**src/hdl/ssd_pkg.sv**
```systemverilog
`timescale 1ns / 1ps

package ssd_pkg;

	localparam int DATA_W = 32;
	localparam int ADDR_W = 4;
	localparam int FRAME_BYTES = 8;

	localparam logic [1:0] OP_COMMAND = 2'd0;
	localparam logic [1:0] OP_MODE    = 2'd1;
	localparam logic [1:0] OP_TICK    = 2'd2;
	localparam logic [1:0] OP_SEND    = 2'd3;

	localparam logic [1:0] REG_HALF_BASE = 2'd0;
	localparam logic [1:0] REG_MAX_SPEED = 2'd1;
	localparam logic [1:0] REG_WATCHDOG  = 2'd2;

	localparam logic [15:0] HALF_BASE_RST = 16'd350;
	localparam logic [15:0] MAX_SPEED_RST = 16'd2780;
	localparam logic [15:0] WATCHDOG_RST  = 16'd300;

	localparam logic [15:0] CRC_INIT = 16'hFFFF;
	localparam logic [15:0] CRC_POLY = 16'hA001;

	localparam logic [7:0] FRAME_SOF = 8'hAA;
	localparam logic [7:0] FRAME_CR  = 8'h0D;
	localparam logic [7:0] FRAME_LF  = 8'h0A;

	localparam logic [7:0] FLAG_LEFT_REV  = 8'h01;
	localparam logic [7:0] FLAG_RIGHT_REV = 8'h02;
	localparam logic [7:0] FLAG_IGNITION  = 8'h04;
	localparam logic [7:0] FLAGS_BRAKE    = 8'h4C;

	localparam logic [6:0] PCT_MAX = 7'd100;

	typedef struct packed {
		logic [15:0] half_base;
		logic [15:0] max_speed;
		logic [15:0] watchdog;
	} cfg_t;

	typedef struct packed {
		logic [6:0] left_power;
		logic [6:0] right_power;
		logic       left_rev;
		logic       right_rev;
	} mix_res_t;

endpackage

```
**src/hdl/ssd_if.sv**
```systemverilog
`timescale 1ns / 1ps

interface ssd_in_if;
	logic               valid;
	logic               ready;
	logic        [1:0]  operation;
	logic signed [15:0] linear_mm_s;
	logic signed [15:0] angular_mrad_s;
	logic               drive_req;

	modport source (output valid, output operation, output linear_mm_s,
		output angular_mrad_s, output drive_req, input ready);
	modport sink (input valid, input operation, input linear_mm_s,
		input angular_mrad_s, input drive_req, output ready);
endinterface

interface ssd_out_if;
	logic       valid;
	logic       ready;
	logic [7:0] tx_byte;
	logic       last_byte;

	modport source (output valid, output tx_byte, output last_byte, input ready);
	modport sink (input valid, input tx_byte, input last_byte, output ready);
endinterface

```
**src/hdl/skid_steer_drive_bridge.sv**
```systemverilog
// A mode switch or tick is handled directly in idle; a velocity command runs the
// bit-serial multiply, the side step and the bit-serial percent divide in turn.
// A send: bit-serial CRC, then 8 frame words, one per cycle unless out_ch stalls.
// One item is processed at a time; the last frame word may wait while the next item runs.
// Reset: arst_n is asynchronous, active low; it restores register defaults, pause
// mode, zero percents, zero flags and zero silence count.
`timescale 1ns / 1ps

module skid_steer_drive_bridge import ssd_pkg::*; (
	input  logic              clk,
	input  logic              arst_n,
	ssd_in_if.sink            in_ch,
	ssd_out_if.source         out_ch,
	input  logic              psel,
	input  logic              penable,
	input  logic              pwrite,
	input  logic [ADDR_W-1:0] paddr,
	input  logic [DATA_W-1:0] pwdata,
	output logic [DATA_W-1:0] prdata,
	output logic              pready
);

	localparam logic [1:0] ST_IDLE = 2'd0;
	localparam logic [1:0] ST_MIX  = 2'd1;
	localparam logic [1:0] ST_CRC  = 2'd2;
	localparam logic [1:0] ST_EMIT = 2'd3;
	localparam logic [2:0] LAST_IDX = 3'(FRAME_BYTES - 1);

	cfg_t        cfg;
	mix_res_t    mix_res;
	logic        mix_done;
	logic        crc_busy;
	logic        crc_done;
	logic [15:0] crc_val;

	logic [1:0]  state_q;
	logic        drive_q;
	logic [6:0]  left_q, right_q;
	logic [7:0]  flags_q;
	logic [15:0] sil_q;
	logic [63:0] frame_q;
	logic [2:0]  ecnt_q;
	logic        out_valid_q;
	logic [7:0]  tx_q;
	logic        last_q;

	logic        in_fire;
	logic        out_free;
	logic        emit_fire;
	logic [15:0] sil_inc;

	assign in_ch.ready      = (state_q == ST_IDLE);
	assign in_fire          = in_ch.valid && in_ch.ready;
	assign out_free         = !out_valid_q || out_ch.ready;
	assign emit_fire        = (state_q == ST_EMIT) && out_free;
	assign sil_inc          = (sil_q == 16'hFFFF) ? sil_q : sil_q + 16'd1;
	assign out_ch.valid     = out_valid_q;
	assign out_ch.tx_byte   = tx_q;
	assign out_ch.last_byte = last_q;

	ssd_regs u_regs (
		.clk     (clk),
		.arst_n  (arst_n),
		.psel    (psel),
		.penable (penable),
		.pwrite  (pwrite),
		.paddr   (paddr),
		.pwdata  (pwdata),
		.prdata  (prdata),
		.pready  (pready),
		.cfg     (cfg)
	);

	ssd_mixer u_mixer (
		.clk       (clk),
		.arst_n    (arst_n),
		.start     (in_fire && in_ch.operation == OP_COMMAND),
		.lin       (in_ch.linear_mm_s),
		.ang       (in_ch.angular_mrad_s),
		.half_base (cfg.half_base),
		.max_speed (cfg.max_speed),
		.done      (mix_done),
		.res       (mix_res)
	);

	ssd_crc u_crc (
		.clk    (clk),
		.arst_n (arst_n),
		.start  (in_fire && in_ch.operation == OP_SEND),
		.data   ({flags_q, 1'b0, right_q, 1'b0, left_q, FRAME_SOF}),
		.busy   (crc_busy),
		.done   (crc_done),
		.crc    (crc_val)
	);

	always_ff @(posedge clk or negedge arst_n) begin
		if (!arst_n) begin
			state_q     <= ST_IDLE;
			drive_q     <= 1'b0;
			left_q      <= '0;
			right_q     <= '0;
			flags_q     <= '0;
			sil_q       <= '0;
			ecnt_q      <= '0;
			out_valid_q <= 1'b0;
		end else begin
			out_valid_q <= emit_fire || (out_valid_q && !out_ch.ready);
			case (state_q)
				ST_IDLE: begin
					if (in_fire) begin
						case (in_ch.operation)
							OP_COMMAND: begin
								sil_q   <= '0;
								state_q <= ST_MIX;
							end
							OP_MODE: begin
								if (in_ch.drive_req && !drive_q) begin
									drive_q <= 1'b1;
								end else if (!in_ch.drive_req && drive_q) begin
									drive_q <= 1'b0;
									left_q  <= '0;
									right_q <= '0;
									flags_q <= FLAGS_BRAKE;
								end
							end
							OP_TICK: begin
								sil_q <= sil_inc;
								if (sil_inc > cfg.watchdog && drive_q) begin
									drive_q <= 1'b0;
									left_q  <= '0;
									right_q <= '0;
									flags_q <= FLAGS_BRAKE;
								end
							end
							OP_SEND: state_q <= ST_CRC;
							default: ;
						endcase
					end
				end
				ST_MIX: begin
					if (mix_done) begin
						state_q <= ST_IDLE;
						if (drive_q) begin
							left_q  <= mix_res.left_power;
							right_q <= mix_res.right_power;
							flags_q <= FLAG_IGNITION
								| (mix_res.left_rev ? FLAG_LEFT_REV : 8'd0)
								| (mix_res.right_rev ? FLAG_RIGHT_REV : 8'd0);
						end
					end
				end
				ST_CRC: begin
					if (crc_done) begin
						state_q <= ST_EMIT;
						ecnt_q  <= '0;
					end
				end
				ST_EMIT: begin
					if (out_free) begin
						ecnt_q <= ecnt_q + 3'd1;
						if (ecnt_q == LAST_IDX) begin
							state_q <= ST_IDLE;
						end
					end
				end
				default: state_q <= ST_IDLE;
			endcase
		end
	end

	always_ff @(posedge clk) begin
		if (state_q == ST_CRC && crc_done) begin
			frame_q <= {FRAME_LF, FRAME_CR, crc_val[7:0], crc_val[15:8],
				flags_q, 1'b0, right_q, 1'b0, left_q, FRAME_SOF};
		end else if (emit_fire) begin
			frame_q <= frame_q >> 8;
		end
		if (emit_fire) begin
			tx_q   <= frame_q[7:0];
			last_q <= (ecnt_q == LAST_IDX);
		end
	end

`ifndef NO_ASSERTIONS
	a_mix_done_in_mix: assert property (@(posedge clk) disable iff (!arst_n)
		mix_done |-> state_q == ST_MIX)
		else $error("mixer finished outside command processing");

	a_crc_only_in_send: assert property (@(posedge clk) disable iff (!arst_n)
		crc_busy |-> state_q == ST_CRC)
		else $error("crc running outside send processing");

	a_pause_braked: assert property (@(posedge clk) disable iff (!arst_n)
		!drive_q |-> left_q == 7'd0 && right_q == 7'd0
			&& (flags_q == 8'd0 || flags_q == FLAGS_BRAKE))
		else $error("pause mode with live drive outputs");

	a_last_word_idle: assert property (@(posedge clk) disable iff (!arst_n)
		emit_fire && ecnt_q == LAST_IDX |=> state_q == ST_IDLE && out_ch.valid
			&& out_ch.last_byte)
		else $error("final frame word not flagged");
`endif

endmodule

```
**src/hdl/ssd_regs.sv**
```systemverilog
`timescale 1ns / 1ps

module ssd_regs import ssd_pkg::*; (
	input  logic              clk,
	input  logic              arst_n,
	input  logic              psel,
	input  logic              penable,
	input  logic              pwrite,
	input  logic [ADDR_W-1:0] paddr,
	input  logic [DATA_W-1:0] pwdata,
	output logic [DATA_W-1:0] prdata,
	output logic              pready,
	output cfg_t              cfg
);

	cfg_t       cfg_q;
	logic [1:0] idx;
	logic       wr_en;

	assign idx    = paddr[3:2];
	assign wr_en  = psel && penable && pwrite;
	assign pready = 1'b1;
	assign cfg    = cfg_q;

	always_ff @(posedge clk or negedge arst_n) begin
		if (!arst_n) begin
			cfg_q.half_base <= HALF_BASE_RST;
			cfg_q.max_speed <= MAX_SPEED_RST;
			cfg_q.watchdog  <= WATCHDOG_RST;
		end else if (wr_en) begin
			case (idx)
				REG_HALF_BASE: cfg_q.half_base <= pwdata[15:0];
				REG_MAX_SPEED: cfg_q.max_speed <= pwdata[15:0];
				REG_WATCHDOG:  cfg_q.watchdog  <= pwdata[15:0];
				default: ;
			endcase
		end
	end

	always_comb begin
		case (idx)
			REG_HALF_BASE: prdata = {16'd0, cfg_q.half_base};
			REG_MAX_SPEED: prdata = {16'd0, cfg_q.max_speed};
			REG_WATCHDOG:  prdata = {16'd0, cfg_q.watchdog};
			default:       prdata = '0;
		endcase
	end

endmodule

```
**src/hdl/ssd_mixer.sv**
```systemverilog
`timescale 1ns / 1ps

module ssd_mixer import ssd_pkg::*; (
	input  logic               clk,
	input  logic               arst_n,
	input  logic               start,
	input  logic signed [15:0] lin,
	input  logic signed [15:0] ang,
	input  logic        [15:0] half_base,
	input  logic        [15:0] max_speed,
	output logic               done,
	output mix_res_t           res
);

	localparam logic [1:0] PH_IDLE = 2'd0;
	localparam logic [1:0] PH_MUL  = 2'd1;
	localparam logic [1:0] PH_SIDE = 2'd2;
	localparam logic [1:0] PH_DIV  = 2'd3;

	logic        [1:0]  phase_q;
	logic        [3:0]  cnt_q;
	logic signed [31:0] mcand_q;
	logic        [15:0] mplier_q;
	logic signed [31:0] acc_q;
	logic signed [25:0] link_q;
	logic        [26:0] dsh_q;
	logic        [31:0] reml_q, remr_q;
	logic        [7:0]  ql_q, qr_q;
	logic               revl_q, revr_q;
	logic               done_q;

	logic signed [25:0] lin_ext, lin_k;
	logic        [15:0] max_eff;
	logic        [19:0] divisor;
	logic signed [32:0] link_ext, acc_ext, vl, vr, negl, negr;
	logic        [31:0] dsh_ext, subl, subr;
	logic               gel, ger;

	assign lin_ext  = {{10{lin[15]}}, lin};
	assign lin_k    = (lin_ext <<< 10) - (lin_ext <<< 4) - (lin_ext <<< 3);
	assign max_eff  = (max_speed == 16'd0) ? 16'd1 : max_speed;
	assign divisor  = ({4'd0, max_eff} << 3) + ({4'd0, max_eff} << 1);

	assign link_ext = {{7{link_q[25]}}, link_q};
	assign acc_ext  = {acc_q[31], acc_q};
	assign vl       = link_ext - acc_ext;
	assign vr       = link_ext + acc_ext;
	assign negl     = -vl;
	assign negr     = -vr;

	assign dsh_ext  = {5'd0, dsh_q};
	assign gel      = reml_q >= dsh_ext;
	assign ger      = remr_q >= dsh_ext;
	assign subl     = reml_q - dsh_ext;
	assign subr     = remr_q - dsh_ext;

	function automatic logic [6:0] clamp_pct(input logic [7:0] q);
		clamp_pct = (q[7] || q[6:0] > PCT_MAX) ? PCT_MAX : q[6:0];
	endfunction

	assign done            = done_q;
	assign res.left_power  = clamp_pct(ql_q);
	assign res.right_power = clamp_pct(qr_q);
	assign res.left_rev    = revl_q;
	assign res.right_rev   = revr_q;

	always_ff @(posedge clk or negedge arst_n) begin
		if (!arst_n) begin
			phase_q <= PH_IDLE;
			cnt_q   <= '0;
			done_q  <= 1'b0;
		end else begin
			done_q <= (phase_q == PH_DIV) && (cnt_q == 4'd7);
			case (phase_q)
				PH_IDLE: begin
					if (start) begin
						phase_q <= PH_MUL;
						cnt_q   <= '0;
					end
				end
				PH_MUL: begin
					cnt_q <= cnt_q + 4'd1;
					if (cnt_q == 4'd15) begin
						phase_q <= PH_SIDE;
					end
				end
				PH_SIDE: begin
					phase_q <= PH_DIV;
					cnt_q   <= '0;
				end
				PH_DIV: begin
					cnt_q <= cnt_q + 4'd1;
					if (cnt_q == 4'd7) begin
						phase_q <= PH_IDLE;
					end
				end
				default: phase_q <= PH_IDLE;
			endcase
		end
	end

	always_ff @(posedge clk) begin
		case (phase_q)
			PH_IDLE: begin
				if (start) begin
					mcand_q  <= {{16{ang[15]}}, ang};
					mplier_q <= half_base;
					acc_q    <= '0;
					link_q   <= lin_k;
					dsh_q    <= {divisor, 7'd0};
				end
			end
			PH_MUL: begin
				if (mplier_q[0]) begin
					acc_q <= acc_q + mcand_q;
				end
				mcand_q  <= mcand_q <<< 1;
				mplier_q <= mplier_q >> 1;
			end
			PH_SIDE: begin
				reml_q <= vl[32] ? negl[31:0] : vl[31:0];
				remr_q <= vr[32] ? negr[31:0] : vr[31:0];
				revl_q <= vl[32];
				revr_q <= vr[32];
				ql_q   <= '0;
				qr_q   <= '0;
			end
			PH_DIV: begin
				if (gel) begin
					reml_q <= subl;
				end
				if (ger) begin
					remr_q <= subr;
				end
				ql_q  <= {ql_q[6:0], gel};
				qr_q  <= {qr_q[6:0], ger};
				dsh_q <= dsh_q >> 1;
			end
			default: ;
		endcase
	end

endmodule

```
**src/hdl/ssd_crc.sv**
```systemverilog
`timescale 1ns / 1ps

module ssd_crc import ssd_pkg::*; (
	input  logic        clk,
	input  logic        arst_n,
	input  logic        start,
	input  logic [31:0] data,
	output logic        busy,
	output logic        done,
	output logic [15:0] crc
);

	logic [31:0] sh_q;
	logic [15:0] crc_q;
	logic [4:0]  cnt_q;
	logic        busy_q;
	logic        done_q;
	logic        fb;

	assign fb   = crc_q[0] ^ sh_q[0];
	assign busy = busy_q;
	assign done = done_q;
	assign crc  = crc_q;

	always_ff @(posedge clk or negedge arst_n) begin
		if (!arst_n) begin
			busy_q <= 1'b0;
			done_q <= 1'b0;
			cnt_q  <= '0;
		end else begin
			done_q <= busy_q && (cnt_q == 5'd31);
			if (start && !busy_q) begin
				busy_q <= 1'b1;
				cnt_q  <= '0;
			end else if (busy_q) begin
				cnt_q <= cnt_q + 5'd1;
				if (cnt_q == 5'd31) begin
					busy_q <= 1'b0;
				end
			end
		end
	end

	always_ff @(posedge clk) begin
		if (start && !busy_q) begin
			sh_q  <= data;
			crc_q <= CRC_INIT;
		end else if (busy_q) begin
			sh_q  <= sh_q >> 1;
			crc_q <= (crc_q >> 1) ^ (fb ? CRC_POLY : 16'd0);
		end
	end

endmodule

```
**src/flat_wrapper.sv**
```systemverilog
// flat-port wrapper written by rule: the top's interface ports become plain ports
module skid_steer_drive_bridge_flat import ssd_pkg::*;
  (clk, arst_n, psel, penable, pwrite, paddr, pwdata, prdata, pready, in_ch_valid, in_ch_operation, in_ch_linear_mm_s, in_ch_angular_mrad_s, in_ch_drive_req, in_ch_ready, out_ch_valid, out_ch_tx_byte, out_ch_last_byte, out_ch_ready);
  ssd_in_if in_ch_i ();
  ssd_out_if out_ch_i ();
  input  logic clk;
  input  logic arst_n;
  input  logic psel;
  input  logic penable;
  input  logic pwrite;
  input  logic [ADDR_W-1:0] paddr;
  input  logic [DATA_W-1:0] pwdata;
  output logic [DATA_W-1:0] prdata;
  output logic pready;
  input wire logic [$bits(in_ch_i.valid)-1:0] in_ch_valid;
  input wire logic [$bits(in_ch_i.operation)-1:0] in_ch_operation;
  input wire logic [$bits(in_ch_i.linear_mm_s)-1:0] in_ch_linear_mm_s;
  input wire logic [$bits(in_ch_i.angular_mrad_s)-1:0] in_ch_angular_mrad_s;
  input wire logic [$bits(in_ch_i.drive_req)-1:0] in_ch_drive_req;
  output wire logic [$bits(in_ch_i.ready)-1:0] in_ch_ready;
  output wire logic [$bits(out_ch_i.valid)-1:0] out_ch_valid;
  output wire logic [$bits(out_ch_i.tx_byte)-1:0] out_ch_tx_byte;
  output wire logic [$bits(out_ch_i.last_byte)-1:0] out_ch_last_byte;
  input wire logic [$bits(out_ch_i.ready)-1:0] out_ch_ready;
  assign in_ch_i.valid = in_ch_valid;
  assign in_ch_i.operation = in_ch_operation;
  assign in_ch_i.linear_mm_s = in_ch_linear_mm_s;
  assign in_ch_i.angular_mrad_s = in_ch_angular_mrad_s;
  assign in_ch_i.drive_req = in_ch_drive_req;
  assign in_ch_ready = in_ch_i.ready;
  assign out_ch_valid = out_ch_i.valid;
  assign out_ch_tx_byte = out_ch_i.tx_byte;
  assign out_ch_last_byte = out_ch_i.last_byte;
  assign out_ch_i.ready = out_ch_ready;
  skid_steer_drive_bridge u_core (.clk(clk), .arst_n(arst_n), .in_ch(in_ch_i), .out_ch(out_ch_i), .psel(psel), .penable(penable), .pwrite(pwrite), .paddr(paddr), .pwdata(pwdata), .prdata(prdata), .pready(pready));
endmodule
```
**config.mk**
```make
export PLATFORM = sky130hd
export DESIGN_NAME = skid_steer_drive_bridge_flat
export DESIGN_NICKNAME = d
export VERILOG_FILES = /design/src/hdl/ssd_pkg.sv /design/src/hdl/ssd_if.sv /design/src/hdl/skid_steer_drive_bridge.sv /design/src/hdl/ssd_regs.sv /design/src/hdl/ssd_mixer.sv /design/src/hdl/ssd_crc.sv /design/src/flat_wrapper.sv
export SDC_FILE = /design/constraint.sdc
export NUM_CORES = 1
export LEC_CHECK = 0
export BUFFER_PORTS_ARGS = -buffer_cell sky130_fd_sc_hd__buf_2
export CAP_MARGIN = 20
export CORE_MARGIN = 2
export CORE_UTILIZATION = 50
export DETAILED_ROUTE_END_ITERATION = 8
export PLACE_DENSITY = 0.67
export RECOVER_POWER = 100
export SYNTH_ARGS = -nofsm -noshare
export SYNTH_HDL_FRONTEND = slang
export SYNTH_SLANG_ARGS = --single-unit
export TNS_END_PERCENT = 1
```
**constraint.sdc**
```tcl
create_clock -name clk -period 15.9 [get_ports clk]
set_input_delay 3.18 -clock clk [delete_from_list [all_inputs] [get_ports clk]]
set_output_delay 3.18 -clock clk [all_outputs]
set_load 0.01 [all_outputs]
```
; Word-level counts from Yosys, hierarchy flattened
; Index checks and enable logic that the tools add are counted.
; W data, S select, Z words.
[totals]
reg_bits = 433
in_bits = 78
elab_cells = 219
[op_classes]
add_sub_neg = 14
n_lt_le_gt_ge = 5
n_eq_ne = 35
mux = 74
bitwise_logic = 3
reduce_logical = 53
[ops]
columns = cell, n
row1 = $mux W32, 9
row2 = $pmux W32 S2, 4
row3 = $mux W48, 2
row4 = $mux W7, 10
row5 = $ge A32 B27 Y1, 2
row6 = $mux W16, 4
row7 = $neg A32 Y32, 2
row8 = $pmux W16 S2, 2
row9 = $pmux W8 S2, 4
row10 = $sub A32 B27 Y32, 2
row11 = $pmux W27 S2, 1
row12 = $mux W8, 6
row13 = $pmux W16 S3, 1
row14 = $pmux W7 S2, 3
row15 = $add A26 B32 Y33, 1
row16 = $sub A26 B32 Y33, 1
row17 = $add A32 B32 Y32, 1
row18 = $mux W27, 1
row19 = $sub A26 B19 Y26, 1
row20 = $sub A26 B20 Y26, 1
row21 = $add A19 B17 Y20, 1
row22 = $mux W2, 9
row23 = $ne A2 B2 Y1 const B, 9
row24 = $reduce_bool A2 Y1, 9
row25 = other kinds (39), 98

; Logic depth before layout (Yosys ltp)
[depth]
ltp_word = 8
ltp_mapped = 23

; Cells and area by module
; A second synthesis with hierarchy kept.
[hier_totals]
hier_cells = 3050
hier_area_um2 = 29778.6
[modules_own_cells]
columns = module, instances, cells_per_inst, area_per_inst_um2, seq_area_each_um2
row1 = ssd_mixer, 1, 2256, 19975.4, 6541.3
row2 = skid_steer_drive_bridge, 1, 453, 5063.6, 2697.6
row3 = ssd_crc, 1, 163, 2386.0, 1456.4
row4 = ssd_regs, 1, 178, 2353.5, 1222.4

; Least setup slack after synthesis
; OpenSTA, ideal clock, no wires.
[synth_path]
path_kind = input port to output port
start = input paddr[2]
end = output prdata[10]
t_arrival_ns = 4.460
slack_ns = 8.260
cell_stages = 4
n_path_buf = 2
cell_sequence = clkbuf_1 -> buf_1 -> mux2i_1 -> o21ai_0
[synth_via]
elab_chain_len = 2
[synth_lines]
columns = item, line_no
row1 = start: declaration, flat_wrapper.sv:11  ; input logic [ADDR_W-1:0] paddr;
row2 = $eq A2 B2 Y1 (tied with other cells), ssd_regs.sv:41  ; case (idx)
row3 = $pmux W16 S3 *, ssd_regs.sv:41
row4 = end: declaration, flat_wrapper.sv:13  ; output logic [DATA_W-1:0] prdata;
; Mark *: on every way between the ends. The rest lies on a longest branch, timed or not.

; Worst setup path after layout
[layout_path]
start = input paddr[2]
end = output prdata[15]
; Same word-level chain as after synthesis.

==> flow_metrics.tcl <==
set metrics [dict create \
    drive_gt1_share_pct 8.08 \
    dr.pass1.iters 8 \
    grt_use_total_pct 24.0 \
    grt_overflow 0 \
    swShare_pct 44.3 \
    syn_area_mm2 0.0289 \
    seqPwrFrac_pct 28.3 \
    cts_buffer_depth 3 \
    antenna_found_initial 0 \
    min_path_type "register to register" \
    cts-buffers-inserted 47 \
    max_cap_violations 14 \
    synth.distinct_cells 103 \
    gp_congestion 0.927 \
    num_rows 88 \
    start_kind "input pin" \
    route.antenna.remaining_nets 0 \
    layout.cells.non_filler 3870 \
    design.die.area_mm2 0.0598 \
    post_cts_resized 0 \
    diodes 0 \
    intPower_mw 4.21 \
    final_area_mm2 0.0314 \
    finalSetupTns_ns 0 \
    cp_cell_sequence "clkbuf_1, nor2b_1, clkbuf_1, nand2_1, o21ai_0, clkbuf_1" \
    nNetsFinal 3380 \
    p_leak_nw 13.3 \
    worst_pin_slew_ns 3.59 \
    setup_viol 0 \
    cp_num_buf_inv 3 \
    cp_top_family "buffers and inverters" \
    fin_crit_sh_pct 54.1 \
    p_switching_mw 3.34 \
    synth_compound_area_share_pct 18.4 \
    cts_tree "yes" \
    r2r_slack_ns 9.06 \
    synth-seq-cells 422 \
    synth_warnings 0 \
    skew_ns 0.0374 \
    holdWs_ns 0.430 \
    synthesis.instances 3042 \
    chipWidth_um 245 \
    hold_violations 0 \
    syn_avg_cell_area_um2 9.51 \
    clkLatencyLatePin_ns 0.62 \
    ys_seq_area_share_pct 40.8 \
    worstPathArrival_ns 5.42 \
    cts_setup_buffers 0 \
    slowest_stage "clkbuf_1" \
    clockPowerShare_pct 15.1 \
    synth_fa_ha_area_share_pct 10.4 \
    synth_xor_area_share_pct 6.38 \
    path_clk_slew_ns 0.06 \
    final_cell_mix "280 x nand2_1, 280 x edfxtp_1, 233 x nor2_1, 219 x ha_1, 212 x a21oi_1" \
    postCtsHoldBufs 0 \
    combPwrFrac_pct 56.6 \
    coreArea_mm2 0.0575 \
    clock-sinks 422 \
    max_freq_mhz 116 \
    start_util_pct 50.3 \
    async_flop_share_pct 24.4 \
    violations "capacitance limit, slew limit" \
    synth_mux_area_share_pct 3.93 \
    post_dp_cell_area_mm2 0.0299 \
    end_kind "output port" \
    critPathKind "input pin to output port" \
    synth_top_family_by_area "compound AO/OA/AOI/OAI gates" \
    viasPerCell 5.88 \
    fp.dieH_um 245 \
    placement.io_buffers 86 \
    slowest_delay_ns 1.00 \
    htree_levels 2 \
    synthFlopType "edfxtp_1" \
    synthToLayoutAreaGrowth_pct 8.63 \
    worst_path_most_repeated_cell "clkbuf_1" \
    finalCriticalPeriod_ns 8.60 \
    first_global_vias 22200 \
    ir_drop_uv 120 \
    place_hpwl_um 54000 \
    cts_root_buf "clkbuf_16" \
    maxSlewViolCount 586 \
    grt_first_pass_wirelength_um 117000 \
    status "finished, violations left" \
    synth_edf_count 280 \
    vias 22800 \
    placed_cells 3782 \
    routed_wl_um 72100 \
    route.detailed.drc 0 \
    grt_max_degree 87 \
    critPathMaxFanout 20 \
    wl_per_cell_um 18.6 \
    p_per_area_mw_per_mm2 240 \
    drt_iter0_markers 1717 \
    io_pins 122 \
    rsz0062_at_grt "false" \
    slew_headroom_pct -139 \
    yosys.area_share.simple_pct 15.2 \
    cp_data_required_time_ns 12.72 \
]
-- cell families (layout without fill, tap and decap cells) --
group	Yosys count	in the layout
other	2	17
AOI/OAI and AO/OA	812	812
and+or+nand+nor	906	906
xor gates and xnor gates	210	210
muxes	105	105
buffers and inverters	352	400
adders and majority gates	233	233
DFF	422	422
-- metrics by stage --
step	utilization (%)	power (mW)	worst slack, ns
finish	54.7	7.55	7.30
global route	54.7	8.13	7.15
CTS	54.9	7.53	8.06
detailed placement	52.0	6.35	8.06
global placement	52.0	6.23	8.07
floorplan	-	5.33	8.26
-- final cells by class --
class / instances / area (um2)
sequential: 422 / 11800
multi-input combinational: 2283 / 15800
tap: 765 / 957
fill: 5183 / 26100
inverter: 206 / 773
clock buffer: 67 / 1420
timing repair buffer: 109 / 487
clock inverter: 18 / 236
-- metal layers --
metal  wire length, um  global-route usage [%]  up-vias
li1                  -                       -    11000
met1             33600                    33.1    11100
met2             33200                    39.7      564
met3              3510                    3.09      114
met4              1840                    6.62        0
met5                 0                       0        -
-- worst paths after layout --
kind | start | end | cells past startpoint
min | u_core.frame_q[0] | u_core.out_ch.tx_byte[0] | 0
max | paddr[2] | prdata[15] | 6
max reg2reg | u_core.u_mixer.acc_q[1] | u_core.u_mixer.reml_q[24] | 15
min in group asynchronous | arst_n | u_core.u_regs.cfg[39] | 1
max in group asynchronous | arst_n | u_core.left_q[4] | 3
min reg2reg | u_core.frame_q[0] | u_core.out_ch.tx_byte[0] | 0
-- cells in the mapped netlist (76+ instances only) --
| cell type | n | area share, % |
|---|---|---|
| xor2_1 | 95 | 2.9 |
| edfxtp_1 | 280 | 29 |
| nand2_1 | 280 | 3.6 |
| dfrtp_1 | 86 | 7.4 |
| xnor2_1 | 114 | 3.5 |
| clkbuf_1 | 102 | 1.3 |
| a21o_1 | 76 | 2.0 |
| nor2_1 | 232 | 3.0 |
| inv_1 | 199 | 2.6 |
| a21oi_1 | 212 | 3.7 |
| ha_1 | 219 | 9.5 |
| o21ai_0 | 205 | 3.5 |
-- worst reg2reg max path: cells and delay by family, from the launching register on --
family                   cells  cell delay (ns)
XOR/XNOR                     1             0.31
buffers and inverters        2             0.93
adder cells (fa/ha/maj)      1             0.33
flip-flops                   1             0.68
AO/OA/AOI/OAI                7             2.80
AND/OR/NAND/NOR              4             1.40
-- power by group through the flow --
stage	combinational [mW]	clock, mW	sequential, mW
finish	4.27	1.14	2.13
global route	4.74	1.20	2.19
CTS	4.25	1.17	2.12
detailed placement	4.22	0	2.14
global placement	4.11	0	2.12
floorplan	3.29	0	2.04
-- state kept, by name, summed over array words and instances (netlist names), 16 cells and up --
| register | flops |
|---|---|
| u_core.u_mixer.link_q | 23 |
| u_core.sil_q | 16 |
| u_core.u_crc.crc | 16 |
| u_core.u_mixer.mcand_q | 32 |
| u_core.u_mixer.acc_q | 32 |
| u_core.u_regs.cfg | 48 |
| u_core.u_mixer.dsh_q | 27 |
| u_core.u_crc.sh_q | 31 |
| u_core.frame_q | 51 |
| u_core.u_mixer.mplier_q | 16 |
| u_core.u_mixer.reml_q | 32 |
| u_core.u_mixer.remr_q | 32 |
Power figures use the tool's default switching activity.
